--- config.mk ---
export PLATFORM = sky130hd
export DESIGN_NAME = one_wire_bus_master
export DESIGN_NICKNAME = d
export VERILOG_FILES = /design/src/design/owbm_pkg.sv /design/src/design/one_wire_bus_master.sv
export SDC_FILE = /design/constraint.sdc
export NUM_CORES = 1
export LEC_CHECK = 0
export BUFFER_PORTS_ARGS = -buffer_cell sky130_fd_sc_hd__buf_4
export CORE_AREA = 2 2 138 140
export CTS_CLUSTER_SIZE = 12
export DETAILED_ROUTE_END_ITERATION = 7
export DIE_AREA = 0 0 140 142
export GPL_ROUTABILITY_DRIVEN = 0
export GPL_TIMING_DRIVEN = 1
export PLACE_DENSITY = 0.56
export SETUP_SLACK_MARGIN = 0.4
export SYNTH_ARGS = -nofsm -noshare
export SYNTH_HDL_FRONTEND = slang
export SYNTH_SLANG_ARGS = --single-unit
--- constraint.sdc ---
create_clock -name clk -period 7.4 [get_ports clk]
set_input_delay 0 -clock clk [delete_from_list [all_inputs] [get_ports clk]]
set_output_delay 0 -clock clk [all_outputs]
set_load 0.01 [all_outputs]
--- src/design/owbm_pkg.sv ---
`timescale 1ns / 1ps

package owbm_pkg;

	localparam int TIMER_WIDTH_DEF = 10;
	localparam int CFG_WIDTH       = 10;
	localparam int CFG_NUM         = 8;
	localparam int CFG_IDX_WIDTH   = $clog2(CFG_NUM);
	localparam int CMD_WIDTH       = 3;
	localparam int BYTE_WIDTH      = 8;
	localparam int BITS_WIDTH      = 4;

	typedef enum logic [CFG_IDX_WIDTH-1:0] {
		CFG_RESET_LOW     = 3'd0,
		CFG_PRESENCE_WAIT = 3'd1,
		CFG_PRESENCE_TAIL = 3'd2,
		CFG_SLOT_LOW      = 3'd3,
		CFG_READ_SAMPLE   = 3'd4,
		CFG_READ_TAIL     = 3'd5,
		CFG_WRITE_HOLD    = 3'd6,
		CFG_RECOVERY      = 3'd7
	} cfg_idx_t;

	typedef enum logic [CMD_WIDTH-1:0] {
		CMD_TICK       = 3'd0,
		CMD_RESET      = 3'd1,
		CMD_WRITE_BYTE = 3'd2,
		CMD_READ_BYTE  = 3'd3,
		CMD_WRITE_BIT  = 3'd4,
		CMD_READ_BIT   = 3'd5
	} cmd_t;

	typedef enum logic [2:0] {
		PH_IDLE     = 3'd0,
		PH_RST_LOW  = 3'd1,
		PH_RST_WAIT = 3'd2,
		PH_RST_TAIL = 3'd3,
		PH_SLOT_LOW = 3'd4,
		PH_SLOT_MID = 3'd5,
		PH_SLOT_END = 3'd6
	} phase_t;

	typedef logic [CFG_WIDTH-1:0] cfg_word_t;

	localparam cfg_word_t CFG_DEFAULTS [CFG_NUM] = '{
		10'd480, 10'd100, 10'd380, 10'd2, 10'd10, 10'd49, 10'd58, 10'd1
	};

	localparam logic [BITS_WIDTH-1:0] BITS_PER_BYTE = 4'd8;

endpackage

--- src/design/one_wire_bus_master.sv ---
`timescale 1ns / 1ps

// 1-Wire bus master, one tick beat per clock when the output is ready: a beat
// carries the command and the sampled line level and yields exactly one result
// beat (drive enable/level, busy, done, presence, read value). The block sustains
// one beat per cycle unless the output side stalls; the tick beat is captured in
// an input register and its result is computed in one pass into the output
// register. Commands are honored only on a beat that finds the sequencer idle.
// The user must write timing registers through the cfg port only while no beat is
// in flight; the block does not enforce it. Durations count tick beats, not clocks.
module one_wire_bus_master #(
	parameter int TIMER_WIDTH = owbm_pkg::TIMER_WIDTH_DEF
) (
	input  logic                                clk,
	input  logic                                arst_n,
	input  logic                                in_valid,
	output logic                                in_ready,
	input  logic [owbm_pkg::CMD_WIDTH-1:0]      command,
	input  logic [owbm_pkg::BYTE_WIDTH-1:0]     data_byte,
	input  logic                                line_level,
	output logic                                out_valid,
	input  logic                                out_ready,
	output logic                                drive_enable,
	output logic                                drive_level,
	output logic                                busy_res,
	output logic                                done_res,
	output logic                                presence,
	output logic [owbm_pkg::BYTE_WIDTH-1:0]     read_value,
	input  logic                                cfg_valid,
	output logic                                cfg_ready,
	input  logic [owbm_pkg::CFG_IDX_WIDTH-1:0]  cfg_index,
	input  logic [owbm_pkg::CFG_WIDTH-1:0]      cfg_data
);
	import owbm_pkg::*;

	typedef logic [TIMER_WIDTH-1:0] tmr_t;

	localparam tmr_t TMR_ONE = tmr_t'(1);

	cfg_word_t cfg_q [CFG_NUM];
	tmr_t      dur [CFG_NUM];

	// input register
	logic                  valid_s1;
	logic [CMD_WIDTH-1:0]  command_s1;
	logic [BYTE_WIDTH-1:0] data_s1;
	logic                  line_s1;

	// sequencer state
	phase_t                phase_q, phase_d;
	tmr_t                  timer_q, timer_d;
	logic [BITS_WIDTH-1:0] bits_q, bits_d;
	logic [BYTE_WIDTH-1:0] shift_q, shift_d;
	logic                  pres_q, pres_d;
	logic                  rd_q, rd_d;

	logic en_d, lvl_d, busy_d, done_d;
	logic advance;

	assign advance   = valid_s1 && (!out_valid || out_ready);
	assign in_ready  = !valid_s1 || advance;
	assign cfg_ready = 1'b1;

	always_ff @(posedge clk or negedge arst_n) begin
		if (!arst_n) begin
			for (int i = 0; i < CFG_NUM; i++) begin
				cfg_q[i] <= CFG_DEFAULTS[i];
			end
		end else if (cfg_valid) begin
			cfg_q[cfg_index] <= cfg_data;
		end
	end

	// durations fitted to the timer width; zero counts as one tick
	always_comb begin
		for (int i = 0; i < CFG_NUM; i++) begin
			dur[i] = tmr_t'(cfg_q[i]);
			if (dur[i] == '0) begin
				dur[i] = TMR_ONE;
			end
		end
	end

	always_ff @(posedge clk or negedge arst_n) begin
		if (!arst_n) begin
			valid_s1 <= 1'b0;
		end else if (in_ready) begin
			valid_s1 <= in_valid;
		end
	end

	always_ff @(posedge clk) begin
		if (in_valid && in_ready) begin
			command_s1 <= command;
			data_s1    <= data_byte;
			line_s1    <= line_level;
		end
	end

	always_comb begin
		phase_d = phase_q;
		timer_d = timer_q;
		bits_d  = bits_q;
		shift_d = shift_q;
		pres_d  = pres_q;
		rd_d    = rd_q;
		en_d    = 1'b0;
		lvl_d   = 1'b0;
		busy_d  = 1'b0;
		done_d  = 1'b0;

		if (phase_q == PH_IDLE) begin
			case (command_s1)
				CMD_RESET: begin
					phase_d = PH_RST_LOW;
					timer_d = dur[CFG_RESET_LOW];
				end
				CMD_WRITE_BYTE: begin
					rd_d    = 1'b0;
					shift_d = data_s1;
					bits_d  = BITS_PER_BYTE;
					phase_d = PH_SLOT_LOW;
					timer_d = dur[CFG_SLOT_LOW];
				end
				CMD_READ_BYTE: begin
					rd_d    = 1'b1;
					shift_d = '0;
					bits_d  = BITS_PER_BYTE;
					phase_d = PH_SLOT_LOW;
					timer_d = dur[CFG_SLOT_LOW];
				end
				CMD_WRITE_BIT: begin
					rd_d    = 1'b0;
					shift_d = {{(BYTE_WIDTH-1){1'b0}}, data_s1[0]};
					bits_d  = '0;
					phase_d = PH_SLOT_LOW;
					timer_d = dur[CFG_SLOT_LOW];
				end
				CMD_READ_BIT: begin
					rd_d    = 1'b1;
					shift_d = '0;
					bits_d  = '0;
					phase_d = PH_SLOT_LOW;
					timer_d = dur[CFG_SLOT_LOW];
				end
				default: begin
				end
			endcase
		end

		if (phase_d != PH_IDLE) begin
			busy_d = 1'b1;
			if (phase_d == PH_RST_LOW || phase_d == PH_SLOT_LOW) begin
				en_d = 1'b1;
			end else if (phase_d == PH_SLOT_MID && !rd_d) begin
				en_d  = 1'b1;
				lvl_d = shift_d[0];
			end

			if (timer_d > TMR_ONE) begin
				timer_d = timer_d - TMR_ONE;
			end else begin
				case (phase_d)
					PH_RST_LOW: begin
						phase_d = PH_RST_WAIT;
						timer_d = dur[CFG_PRESENCE_WAIT];
					end
					PH_RST_WAIT: begin
						pres_d  = !line_s1;
						phase_d = PH_RST_TAIL;
						timer_d = dur[CFG_PRESENCE_TAIL];
					end
					PH_RST_TAIL: begin
						phase_d = PH_IDLE;
						timer_d = '0;
						done_d  = 1'b1;
					end
					PH_SLOT_LOW: begin
						phase_d = PH_SLOT_MID;
						timer_d = rd_d ? dur[CFG_READ_SAMPLE] : dur[CFG_WRITE_HOLD];
					end
					PH_SLOT_MID: begin
						if (rd_d) begin
							if (bits_d == '0) begin
								shift_d = {{(BYTE_WIDTH-1){1'b0}}, line_s1};
							end else begin
								shift_d = {line_s1, shift_d[BYTE_WIDTH-1:1]};
							end
						end
						phase_d = PH_SLOT_END;
						timer_d = rd_d ? dur[CFG_READ_TAIL] : dur[CFG_RECOVERY];
					end
					default: begin
						if (!rd_d) begin
							shift_d = {1'b0, shift_d[BYTE_WIDTH-1:1]};
						end
						if (bits_d <= 4'd1 || phase_d != PH_SLOT_END) begin
							bits_d  = '0;
							phase_d = PH_IDLE;
							timer_d = '0;
							done_d  = 1'b1;
						end else begin
							bits_d  = bits_d - 4'd1;
							phase_d = PH_SLOT_LOW;
							timer_d = dur[CFG_SLOT_LOW];
						end
					end
				endcase
			end
		end
	end

	always_ff @(posedge clk or negedge arst_n) begin
		if (!arst_n) begin
			phase_q <= PH_IDLE;
			timer_q <= '0;
			bits_q  <= '0;
			shift_q <= '0;
			pres_q  <= 1'b0;
			rd_q    <= 1'b0;
		end else if (advance) begin
			phase_q <= phase_d;
			timer_q <= timer_d;
			bits_q  <= bits_d;
			shift_q <= shift_d;
			pres_q  <= pres_d;
			rd_q    <= rd_d;
		end
	end

	always_ff @(posedge clk or negedge arst_n) begin
		if (!arst_n) begin
			out_valid <= 1'b0;
		end else if (advance) begin
			out_valid <= 1'b1;
		end else if (out_ready) begin
			out_valid <= 1'b0;
		end
	end

	always_ff @(posedge clk) begin
		if (advance) begin
			drive_enable <= en_d;
			drive_level  <= lvl_d;
			busy_res     <= busy_d;
			done_res     <= done_d;
			presence     <= pres_d;
			read_value   <= rd_d ? shift_d : '0;
		end
	end

	a_done_busy: assert property (@(posedge clk) disable iff (!arst_n)
		out_valid && done_res |-> busy_res)
		else $error("done without busy");

	a_lvl_en: assert property (@(posedge clk) disable iff (!arst_n)
		out_valid && drive_level |-> drive_enable)
		else $error("drive level high while released");

	a_idle_timer: assert property (@(posedge clk) disable iff (!arst_n)
		phase_q == PH_IDLE |-> timer_q == '0)
		else $error("timer running while idle");

	a_bits_range: assert property (@(posedge clk) disable iff (!arst_n)
		bits_q <= BITS_PER_BYTE)
		else $error("bit count out of range");

	a_write_rv: assert property (@(posedge clk) disable iff (!arst_n)
		$past(advance) && !rd_q |-> read_value == '0)
		else $error("read value nonzero after write");

endmodule

# After elaboration in Yosys (flattened, before gate mapping)

Index checks and enable logic that the tools add are counted.

Output and inout bits: 16
Logic and storage cells: 130
Bits in registers: 134
Bits of input ports: 30

Reduce and logical (&&, ||, !) cells: 34
$add $sub $neg: 2
Magnitude comparators: 4
Bitwise logic cells: 3
Multiplexer cells: 51
Equality and inequality tests: 11

Operators with widths:

| operator                                                               | count |
|---|---|
| 10-bit two-way mux                                                     | 15 |
| 80-bit bitwise mux                                                     | 1 |
| 10-bit zero test                                                       | 8 |
| 10-bit case mux with 5 select lines                                    | 1 |
| 8-bit two-way mux                                                      | 6 |
| 10-bit demux with 3-bit select                                         | 1 |
| 8-bit case mux with 3 select lines                                     | 1 |
| 4-bit two-way mux                                                      | 5 |
| 10-bit case mux with 2 select lines                                    | 1 |
| 8-bit case mux with 2 select lines                                     | 1 |
| 3-bit case mux with 5 select lines                                     | 1 |
| 3-bit by 2-bit == test with 1-bit output (second input constant)       | 4 |
| 3-bit == test (second input constant)                                  | 4 |
| 3-bit two-way mux                                                      | 4 |
| 4-bit OR reduction                                                     | 3 |
| 10-bit by 1-bit > comparator with 1-bit output (second input constant) | 1 |
| 1-bit two-way mux                                                      | 10 |
| 2-bit OR reduction                                                     | 5 |
| 10-bit by 1-bit subtractor with 10-bit output (second input constant)  | 1 |
| 4-bit case mux with 2 select lines                                     | 1 |
| 3-bit by 1-bit == test with 1-bit output (second input constant)       | 2 |
| 3-bit case mux with 2 select lines                                     | 1 |
| 5-bit OR reduction                                                     | 1 |
| 4-bit greater-or-equal comparator (second input constant)              | 1 |
| other kinds (15)                                                       | 26 |

# Longest topological paths before layout

Gate-level depths: netlist of the first run.

Depth in word-level cells: 10
Mapped depth: 17
Gate-level depth less buffers: 13

# Worst setup path after synthesis of the first run

OpenSTA, ideal clock, no wires.

Path kind: register to register
From: register command_s1[1]
To: register timer_q[7]
Arrival time: 3.561 ns
Slack: 3.710 ns
Buffers on the path: 4
Setup time: 0.129 ns
Data required time: 7.271 ns
Clock period less this slack: 3.690 ns
Cell stages (with the launch flop): 16
Cells stage by stage: edfxtp_1 > ha_1 > buf_2 > or4_1 > clkbuf_1 > clkbuf_1 > nand2_1 > ha_1 > nor2_1 > or3_1 > and3_1 > clkbuf_1 > a222oi_1 > o221ai_1 > o2111ai_1 > nand3_1

Longest elaborated chain between the ends: 10
Elaborated cells on any way between the ends: 35
Those cells by class: add/sub: 1; order compare: 2; eq/ne: 11; mux: 14; reduce/logical: 7

RTL lines:

| item                                                                                              | RTL line                   | RTL |
|---|---|---|
| start: declaration                                                                                | one_wire_bus_master.sv:45  | `logic [CMD_WIDTH-1:0] command_s1;` |
| start signal: assignment                                                                          | one_wire_bus_master.sv:94  | `command_s1 <= command;` |
| 3-bit == test / 3-bit by 2-bit == test with 1-bit output (equally long branches)                  | one_wire_bus_master.sv:113 | `case (command_s1)` |
| 2-bit OR reduction (no line) / 4-bit OR reduction (equally long branches)                         | -                          |  |
| 4-bit case mux with 2 select lines / 3-bit case mux with 2 select lines (equally long branches)   | one_wire_bus_master.sv:113 |  |
| 4-bit two-way mux / 3-bit two-way mux (equally long branches)                                     | one_wire_bus_master.sv:112 | `if (phase_q == PH_IDLE) begin` |
| 4-bit by 1-bit less-or-equal comparator with 1-bit output / 3-bit != test (equally long branches) | one_wire_bus_master.sv:197 | `if (bits_d <= 4'd1 \|\| phase_d != PH_SLOT_END) begin` |
| 1-bit logical OR                                                                                  | one_wire_bus_master.sv:197 |  |
| 10-bit two-way mux                                                                                | one_wire_bus_master.sv:197 |  |
| 10-bit case mux with 5 select lines                                                               | one_wire_bus_master.sv:163 | `case (phase_d)` |
| 10-bit two-way mux                                                                                | one_wire_bus_master.sv:160 | `if (timer_d > TMR_ONE) begin` |
| 10-bit two-way mux *                                                                              | one_wire_bus_master.sv:151 | `if (phase_d != PH_IDLE) begin` |
| end signal: assignment                                                                            | one_wire_bus_master.sv:223 | `timer_q <= timer_d;` |
| end: declaration                                                                                  | one_wire_bus_master.sv:51  | `tmr_t timer_q, timer_d;` |

Mark *: on every way between the ends. The rest lies on a longest branch, timed or not.
A chain may end at the register's enable or synchronous reset.

# Final worst setup path of the first run

From: register command_s1[1]
To: register phase_q[0]

Longest elaborated chain between the ends: 8
Elaborated cells on any way between the ends: 20
Those cells by class: order compare: 1; eq/ne: 10; mux: 7; reduce/logical: 2

RTL lines:

| item                                                                                   | RTL line                   | RTL |
|---|---|---|
| branches (longest 7 deep; another with 10-bit by 1-bit > comparator with 1-bit output) | -                          |  |
| 3-bit two-way mux *                                                                    | one_wire_bus_master.sv:151 |  |
| end signal: assignment                                                                 | one_wire_bus_master.sv:222 | `phase_q <= phase_d;` |
| end: declaration                                                                       | one_wire_bus_master.sv:50  | `phase_t phase_q, phase_d;` |

Every way passes the cells marked *.

==> out/results.ini, run 1 <==
[final_layout]
area_growth_pct = 19.19
stdcell_area_um2 = 8566
nets = 753
fin_util = 0.4641
drive_gt1_frac = 0.2849
layoutNonFillerInstCount = 964
antennaDiodeCount = 0

[global_routing]
grt_pass1_wl_um = 32690
grt_util_met3 = 0.04812
grt_pass1_vias = 5868
grt.met1_usage = 0.2676
antenna_found_initial = 0
grt_util_met2 = 0.3645
grt_max_degree = 82
busiest_layer = met2
gr-usage-all-layers = 0.2123
gr-total-overflow = 0

[worst_setup_path]
cpPeakStageDelay_ps = 940
crit_path_frequent_cell = ha_1
crit_required_ps = 7710
cp_slowest_cell = or4_1
reg2regPathDepth = 10
worstPathMaxFanout = 21
end_kind = flop
crit_path_cell_trace = ha_1 > or4_1 > nand2_1 > mux2i_1 > nor2_1 > ha_1 > o211ai_1 > nor3_4 > mux2_2 > o221a_2
cp-start-kind = flop
crit_arrival_ps = 4920
path_class = reg2reg

[clocking]
cts_made_buffers = 17
cts.htree.levels = 4
cts_buffer_depth = 2
cts.sinks = 134
cts-root-buf = clkbuf_16
cts_tree = done
cts.clk_slew.worst_paths_ps = 60
clkLatencyLatePin_ps = 430

[timing]
finalCritPeriodShare = 0.6220
setup_viol = 0
slew_headroom = 0.2872
skew_ps = 10.63
rsz0062_at_grt = no
finalSetupTns_ps = 0
final_max_slew_viol_count = 0
max_freq_ghz = 0.2173
hold_viol_final = 0
worst_pin_slew_ps = 1067
min_period_ps = 4602

[routing]
drc_errors = 0
drt-pass1-iter-count = 7
ant_nets = 0
routed_wl_um = 20260
via_count = 5729
wl_per_cell_um = 21.02
via_per_inst = 5.943
drtIter0Drc = 439

[floorplanning]
design.core.area_um2 = 18460
initial_core_util = 0.3894
die-area_um2 = 19880
die_x_um = 140
die_h_um = 142
num_io_pins = 46
rows = 50

[placement]
port_buffers = 44
place_inst = 906
place_area_um2 = 7709
dp_hpwl_um = 13870

[synth]
yosys-top-cells-area = dfrtp_1 (30%), mux2_2 (13%), edfxtp_1 (10%), dfstp_2 (8.8%), mux2i_1 (3.6%)
synth_top_cell_by_area = dfrtp_1
syn_inst = 661
synth_cell_types = 73
mappedNetlistArea_um2 = 7187
synth.avg_cell_area_um2 = 10.87
ys.flop_type = dfrtp_1
synth_edf_count = 25
ys_seq_elements = 134
async_flop_share = 0.8134
yosysSeqAreaShare = 0.4882
syn_nets = 697
synth_top_area_share = 0.2960
ys_warn_count = 0

[pwr]
power_switching_uw = 948.0
p_int_uw = 1732
vdd_ir_drop_max_v = 0.0002146
p_comb_frac = 0.279
p_seq_frac = 0.401
power_uw = 2680
p_sw_frac = 0.3537
leakagePower_uw = 0.003379
power_per_cell_area_nw_per_um2 = 312.9
clkPwrFrac = 0.320

[outcome]
status = finished, final reports clean

[worst_hold_path]
hp-class = in2async

[run]
maxCapViolCount = 0

## Yosys cell counts, types with 4 or more instances
library cell,instances
a21oi_1,27
clkbuf_1,28
inv_1,16
o21ai_0,28
a22oi_1,7
a221o_1,6
nand4_1,5
a311oi_1,4
a32o_1,6
ha_1,6
o221ai_1,7
a32oi_1,7
edfxtp_1,25
o22ai_1,7
dfrtp_1,85
mux2_2,80
o211ai_1,9
nor4_1,11
dfstp_2,24
nor2b_1,4
nor2_1,40
mux2i_1,26
nand3_1,15
a31oi_1,14
and2_1,10
nand2b_1,5
nand2_1,52
and3_1,6
nor3_1,20
buf_2,9
a222oi_1,5
## path summary, 6_finish.rpt
kind | end | startpoint | slack (ps)
hold / removal | rd_q | arst_n | 60
setup reg to reg | phase_q[0] | command_s1[1] | 2800
min in group clk | cfg_q[58] | cfg_index[0] | 100
max in group asynchronous | cfg_q[9] | arst_n | 5930
hold reg to reg | out_valid | valid_s1 | 490
setup / recovery | phase_q[0] | command_s1[1] | 2800
## stage by stage
stage	hold slack, ps	setup slack [ps]
after floorplan	-295.6	3710
after global placement	-38.56	2972
after detailed placement	-31.69	2836
after CTS	61.02	2819
after global routing	85.38	2553
final	58.06	2798
## repair_timing
| action | 4_1_cts | 5_1_grt |
|---|---|---|
| resized for setup | 0 | 0 |
| endpoints found under the hold margin | 122 | 0 |
| hold buffers | 26 | 0 |
| setup buffers | 0 | 0 |
## registers in the layout, summed over array words and instances, names as in the netlist, 3 cells and up
| register | cells |
|---|---|
| data_s1 | 8 |
| timer_q | 10 |
| phase_q | 3 |
| cfg_q | 80 |
| bits_q | 4 |
| shift_q | 8 |
| command_s1 | 3 |
| read_value | 8 |
## kinds of logic (layout without fill, tap and decap cells)
logic type / count (synthesis) / after routing / synth area share
AND/OR/NAND/NOR: 193 / 193 / 0.1424
AO/OA/AOI/OAI: 159 / 159 / 0.1584
flip-flops: 134 / 134 / 0.4882
multiplexers: 106 / 106 / 0.1616
buffers and inverters: 60 / 129 / 0.03604
adder cells (fa/ha/maj): 6 / 6 / 0.01045
XOR/XNOR: 2 / 2 / 0.002438
other: 1 / 1 / 0.0005218
## placed cells by master (no fill, tap or decap), types with 24 or more instances in the layout
| cell | netlist | layout |
|---|---|---|
| dfrtp_1 | 85 | 85 |
| mux2_2 | 80 | 80 |
| buf_4 | 2 | 55 |
| nand2_1 | 52 | 52 |
| nor2_1 | 40 | 40 |
| o21ai_0 | 28 | 28 |
| a21oi_1 | 27 | 27 |
| mux2i_1 | 26 | 26 |
| dlygate4sd3_1 | 0 | 26 |
| edfxtp_1 | 25 | 25 |
| dfstp_2 | 24 | 24 |
## per-layer routing
layer / routed length, µm / vias to the layer above
li1: - / 2640
met1: 8655 / 2868
met2: 10180 / 195
met3: 1147 / 26
met4: 276 / 0
met5: 0 / -
## area by class of cell
class	instances	area, µm²
Clock inverter	14	157.7
Fill cell	1707	9889
Clock buffer	18	439.2
Multi-Input combinational cell	467	3435
Inverter	16	60.06
Sequential cell	134	3508
Timing Repair Buffer	81	673.1
Tap cell	234	292.8
## power by group through the flow
stage	sequential (µW)	combinational, µW	clock [µW]
after floorplan	1020	547	0
after global placement	1080	717	0
after detailed placement	1080	727	0
after CTS	1070	742	871
after global routing	1090	821	912
final	1070	748	858
## worst max-delay path, delay by kind of cell (launching register included)
family	cells	cell delay, ps
simple gates	4	2180
flops	1	480
mux	2	520
fa+ha+maj	2	830
compound gates	2	480
(Power assumes the default switching activity.)
==> run 2: changes to the inputs <==
- clock period: 7.4 -> 4.45 ns (I/O delays scaled with it)
==> run 2 against run 1 <==
Against the previous run:
- the flow now finishes with violations (DRC)
- register-to-register slack worse by 2200 ps
- final cell count rose by 0.62%
- clock power grew 68%
- power is 68% higher
- non-clock buffer count rose by 7
- routed wire length is 1.9% higher
- sequential share of layout area fell by 0.33 points
- fmax up 20%
- critical path type unchanged
- largest cell class unchanged
- largest power group unchanged
==> out/results.ini, run 2 (synthesis gave the netlist of run 1 again) <==
[timing]
timing.hold.ws_ps = 88.83  ; +30.78 ps
setup_viol = 0  ; unchanged
worst_pin_slew_ps = 998.4  ; -68.67 ps
final_max_slew_viol_count = 0  ; unchanged
rsz0062_at_grt = no
slew_headroom = 0.3344  ; +0.04725
finalCritPeriodShare = 0.8620  ; +0.2400
skew_ps = 11.25  ; +0.6221 ps
max_freq_ghz = 0.2607  ; +20%
hold_viol_final = 0  ; unchanged
finalSetupTns_ps = 0  ; unchanged
min_period_ps = 3836  ; -766.7 ps

[clocking]
cts.htree.levels = 4  ; unchanged
cts.clk_slew.worst_paths_ps = 60  ; about the same
cts_made_buffers = 17  ; unchanged
cts-root-buf = clkbuf_16
cts_tree = done
cts_setup_buffers = 0  ; unchanged
cts.sinks = 134  ; unchanged
cts_buffer_depth = 2  ; unchanged
clkLatencyLatePin_ps = 430  ; about the same

[global_routing]
grt_pass1_wl_um = 33200  ; +1.6%
antenna_found_initial = 0  ; unchanged
gr-usage-all-layers = 0.2170  ; +0.004680
gr-total-overflow = 0  ; unchanged
grt_max_degree = 65  ; -21%
grt_pass1_vias = 5837  ; -0.53%

[final_layout]
n_fill_cell = 1697  ; -0.59%
area_growth_pct = 20.14
fin_util = 0.4679  ; +0.003728
largest_reg_flops = 80  ; unchanged
reg_top3 = cfg_q (80), timer_q (10)
final_common_cell = dfrtp_1
regArea_um2 = 3508  ; unchanged
largest_register = cfg_q
multiInputGateArea_um2 = 3446  ; +0.33%
mostFrequentLayoutCells = dfrtp_1 (85), mux2_2 (80), buf_4 (62)
nets = 760  ; +0.93%
antennaDiodeCount = 0  ; unchanged
layoutNonFillerInstCount = 970  ; +0.62%
drive_gt1_frac = 0.2921  ; +0.007188

[routing]
via_count = 5834  ; +1.8%
via_per_inst = 6.014  ; +1.2%
routed_wl_um = 20650  ; +1.9%
drt-pass1-iter-count = 7  ; unchanged
wl_per_cell_um = 21.29  ; +1.3%
drtIter0Drc = 445  ; +1.4%
ant_nets = 0  ; unchanged
drc_errors = 1  ; +1

[worst_hold_path]
min_from = cfg_index[0]
hold_depth = 5
hp-class = in2reg
min_to = cfg_q[58]

[floorplanning]
die_x_um = 140  ; unchanged
design.core.area_um2 = 18460  ; unchanged
die_h_um = 142  ; unchanged
rows = 50  ; unchanged
initial_core_util = 0.3894  ; unchanged
num_io_pins = 46  ; unchanged
die-area_um2 = 19880  ; unchanged

[outcome]
status = complete, but fails checks
violations = DRC

[pwr]
p_comb_frac = 0.287  ; +0.008
p_seq_frac = 0.394  ; -0.007
vdd_ir_drop_max_v = 0.0002526  ; +18%
leakagePower_uw = 0.003412  ; +0.98%
p_int_uw = 2939  ; +70%
power_per_cell_area_nw_per_um2 = 522.0  ; +67%
power_switching_uw = 1568  ; +65%
clkPwrFrac = 0.319  ; about the same
p_sw_frac = 0.3479  ; -0.005858

[placement]
place_inst = 913  ; +0.77%
dp_hpwl_um = 14520  ; +4.7%
port_buffers = 44  ; unchanged

[worst_setup_path]
crit_required_ps = 4770  ; -2940 ps
worstPathMaxFanout = 19  ; -9.5%
end_kind = flop
regToRegStartpoint = command_s1[1]
reg2regPathDepth = 12  ; +2
cpPeakStageDelay_ps = 610  ; -330 ps
crit_path_frequent_cell = ha_1
cp-start-kind = flop
reg2reg_to = timer_q[2]
crit_arrival_ps = 4150  ; -770 ps
rrSetupSlack_ps = 610  ; -2180 ps
crit_path_cell_trace = ha_1 > or4_1 > buf_4 > nand2_1 > ha_1 > nor2_1 > or3_1 > and3_1 > a221o_1 > a211oi_1 > o211ai_1 > a32o_1
cp_slowest_cell = or4_1
path_class = reg2reg

[run]
maxCapViolCount = 0  ; unchanged

[run 2: worst max path at each step]
| stage | from | to | slack, ps | cells past startpoint |
|---|---|---|---|---|
| after CTS | command_s1[1] | timer_q[2] | 640 | 12 |
| final | command_s1[1] | timer_q[2] | 610 | 12 |
| after global placement | command_s1[1] | timer_q[2] | 750 | 12 |
| after floorplan | command_s1[1] | timer_q[7] | 760 | 15 |
| after detailed placement | command_s1[1] | timer_q[2] | 650 | 12 |
| after global routing | command_s1[1] | shift_q[0] | 430 | 11 |
[run 2: area by class of cell]
cell class,count,share of cell area
Clock buffer,21,0.05709
Clock inverter,10,0.01261
Inverter,16,0.006956
Multi-Input combinational cell,467,0.3991
Sequential cell,134,0.4063
Tap cell,234,0.03391
Timing Repair Buffer,88,0.08405
[run 2: through the flow]
step | power (µW) | setup WS [ps] | cell area [µm²]
after floorplan | 2614 | 759.6 | 7187
after CTS | 4502 | 644.3 | 8628
final | 4507 | 614.3 | 8635
after detailed placement | 3042 | 652.2 | 7766
after global placement | 3006 | 745.1 | 7766
after global routing | 4736 | 432.0 | 8635
[run 2: power groups by stage]
stage	registers [µW]	clock network (µW)	logic [µW]
final	1780	1440	1290
after global routing	1810	1510	1410
after CTS	1770	1450	1280
after detailed placement	1790	0	1250
after global placement	1780	0	1220
after floorplan	1700	0	910
[run 2: per-layer routing]
metal / global-route usage / part of all wire / vias up
met1: 0.2786 / 0.43 / 2959
met4: 0.08293 / 0.029 / 0
met5: 0 / 0 / -
met2: 0.3640 / 0.49 / 199
met3: 0.04408 / 0.053 / 44
li1: - / - / 2632
[run 2: what timing repair did]
item | in CTS | in global routing
hold buffers | 26 | 0
gates resized for setup | 0 | 1
hold endpoints to repair | 137 | 0
setup endpoints to repair | 0 | 2
[run 2: worst max-delay path: cells and delay by family, from the launching register on]
| family | cells | cell delay (ps) |
|---|---|---|
| simple gates | 5 | 1480 |
| buf+inv | 1 | 240 |
| compound gates | 4 | 850 |
| flops | 1 | 480 |
| fa+ha+maj | 2 | 670 |
==> run 3: changes to the inputs <==
- MAX_ROUTING_LAYER: unset -> met4
- SLEW_MARGIN: unset -> 20
==> run 3 against run 2 <==
Against the previous run:
- the run still ends with DRC left
- first-iteration DRC count up 10%
- sequential power about the same
- sequential share of layout area unchanged
- global-route usage up 0.63 points
- hold slack worse by 4.2 ps
- combinational power about the same
- die area unchanged
- critical path depth unchanged
- via count up 0.62%
- count of clock-buffer cells in the layout unchanged
- register-to-register slack about the same
- fmax about the same
- largest cell class unchanged
- highest routed layer unchanged
==> out/results.ini, run 3 (synthesis gave the netlist of run 1 again) <==
[worst_setup_path]
crit_required_ps = 4770  ; about the same
crit_arrival_ps = 4160  ; about the same
path_class = reg2reg
worstPathMaxFanout = 19  ; unchanged
end_kind = flop
cp-start-kind = flop

[clocking]
clkLatencyLatePin_ps = 430  ; about the same
cts_made_buffers = 17  ; unchanged
cts_tree = done
cts-root-buf = clkbuf_16
cts.clk_slew.worst_paths_ps = 60  ; about the same
cts_buffer_depth = 2  ; unchanged
cts.sinks = 134  ; unchanged
cts.htree.levels = 4  ; unchanged

[placement]
place_inst = 913  ; unchanged
port_buffers = 44  ; unchanged
dp_hpwl_um = 14520  ; unchanged

[routing]
drc_errors = 1  ; unchanged
ant_nets = 0  ; unchanged
routed_wl_um = 20710  ; +0.30%
via_per_inst = 6.052  ; +0.62%
drtIter0Drc = 490  ; +10%
via_count = 5870  ; +0.62%
wl_per_cell_um = 21.35  ; +0.30%
drt-pass1-iter-count = 8  ; +1

[final_layout]
largest_reg_flops = 80  ; unchanged
reg_top3 = cfg_q (80), timer_q (10)
drive_gt1_frac = 0.2921  ; unchanged
antennaDiodeCount = 0  ; unchanged
regArea_um2 = 3508  ; unchanged
final_common_cell = dfrtp_1
area_growth_pct = 20.14  ; unchanged
multiInputGateArea_um2 = 3446  ; unchanged
nets = 760  ; unchanged
largest_register = cfg_q
mostFrequentLayoutCells = dfrtp_1 (85), mux2_2 (80), buf_4 (62)
layoutNonFillerInstCount = 970  ; unchanged
n_fill_cell = 1697  ; unchanged

[floorplanning]
num_io_pins = 46  ; unchanged
initial_core_util = 0.3894  ; unchanged
die_h_um = 142  ; unchanged
die_x_um = 140  ; unchanged
design.core.area_um2 = 18460  ; unchanged
die-area_um2 = 19880  ; unchanged
rows = 50  ; unchanged

[pwr]
power_uw = 4509  ; about the same
power_switching_uw = 1570  ; +0.14%
leakagePower_uw = 0.003412  ; unchanged
p_int_uw = 2939  ; about the same
p_seq_frac = 0.394  ; about the same
vdd_ir_drop_max_v = 0.0002546  ; +0.76%
p_comb_frac = 0.288  ; about the same
power_per_cell_area_nw_per_um2 = 522.2  ; about the same
clkPwrFrac = 0.319  ; about the same
p_sw_frac = 0.3482  ; about the same

[outcome]
status = complete, but fails checks
violations = DRC

[timing]
rsz0062_at_grt = no
setup_viol = 0  ; unchanged
slew_headroom = 0.3411  ; +0.006633
final_max_slew_viol_count = 0  ; unchanged
finalCritPeriodShare = 0.8618  ; about the same
skew_ps = 10.17  ; -1.079 ps
worst_pin_slew_ps = 988.4  ; -9.950 ps
finalSetupTns_ps = 0  ; unchanged
max_freq_ghz = 0.2608  ; about the same
min_period_ps = 3835  ; -0.6390 ps
hold_viol_final = 0  ; unchanged

[worst_hold_path]
hp-class = in2reg

[run]
maxCapViolCount = 0  ; unchanged

[global_routing]
antenna_found_initial = 0  ; unchanged
gr-total-overflow = 0  ; unchanged
gr-usage-all-layers = 0.2232  ; +0.006265
grt_pass1_vias = 5861  ; +0.41%
grt_pass1_wl_um = 33140  ; -0.19%
grt_max_degree = 65  ; unchanged

-- run 3: worst paths after layout --
kind                            depth (start not counted)           from    endpoint  slack [ps]
worst max-delay path                                   12  command_s1[1]  timer_q[2]         610
worst min-delay path                                    5   cfg_index[0]   cfg_q[58]          80
worst max register to register                         12  command_s1[1]  timer_q[2]         610
worst min register to register                          2     timer_q[7]  timer_q[7]         480
max in group asynchronous                               3         arst_n  timer_q[8]        3010
min in group asynchronous                               2         arst_n  shift_q[2]         140
-- run 3: per-layer routing --
layer,vias to the layer above,routed length (µm),track usage
met5,-,0,-
met4,0,613,0.08347
met3,49,1309,0.04475
met2,250,10090,0.3638
met1,2936,8694,0.2775
li1,2635,-,-
-- run 3: final cells by class --
class	instances	share of cell area
clock buffers	21	0.05709
clock inverters	10	0.01261
inverters	16	0.006956
multi-input cells	467	0.3991
flip-flops and latches	134	0.4063
well taps	234	0.03391
repair buffers	88	0.08405
-- run 3: what timing repair did --
action,in CTS,in global routing
buffers inserted,0,0
hold endpoints to repair,137,0
resized for setup,0,1
endpoints found under the setup margin,0,2
hold buffers,26,0
-- run 3: worst max-delay path, cell delays in order (launching register included) --
cell and delay (ps):
edfxtp_1 480, ha_1 460, or4_1 600, buf_4 240, nand2_1 150, ha_1 200, nor2_1 60, or3_1 320
and3_1 340, a221o_1 350, a211oi_1 170, o211ai_1 120, a32o_1 220
-- run 3: power groups by stage --
stage	clock network (µW)	logic, µW	registers (µW)
floorplan	0	910	1700
detailed placement	0	1250	1790
global placement	0	1220	1780
global route	1510	1410	1810
CTS	1450	1280	1770
finish	1440	1300	1780
-- run 3: stage by stage --
| step | util | cell area [µm²] | hold slack, ps | worst slack [ps] |
|---|---|---|---|---|
| 2_1_floorplan | - | 7187 | -295.6 | 759.6 |
| 3_3_place_gp | 0.4208 | 7766 | 65.92 | 745.1 |
| 3_5_place_dp | 0.4208 | 7766 | 58.83 | 652.2 |
| 4_1_cts | 0.4675 | 8628 | 75.27 | 644.3 |
| 5_1_grt | 0.4679 | 8635 | 113.8 | 437.5 |
| 6_report | 0.4679 | 8635 | 84.59 | 614.9 |
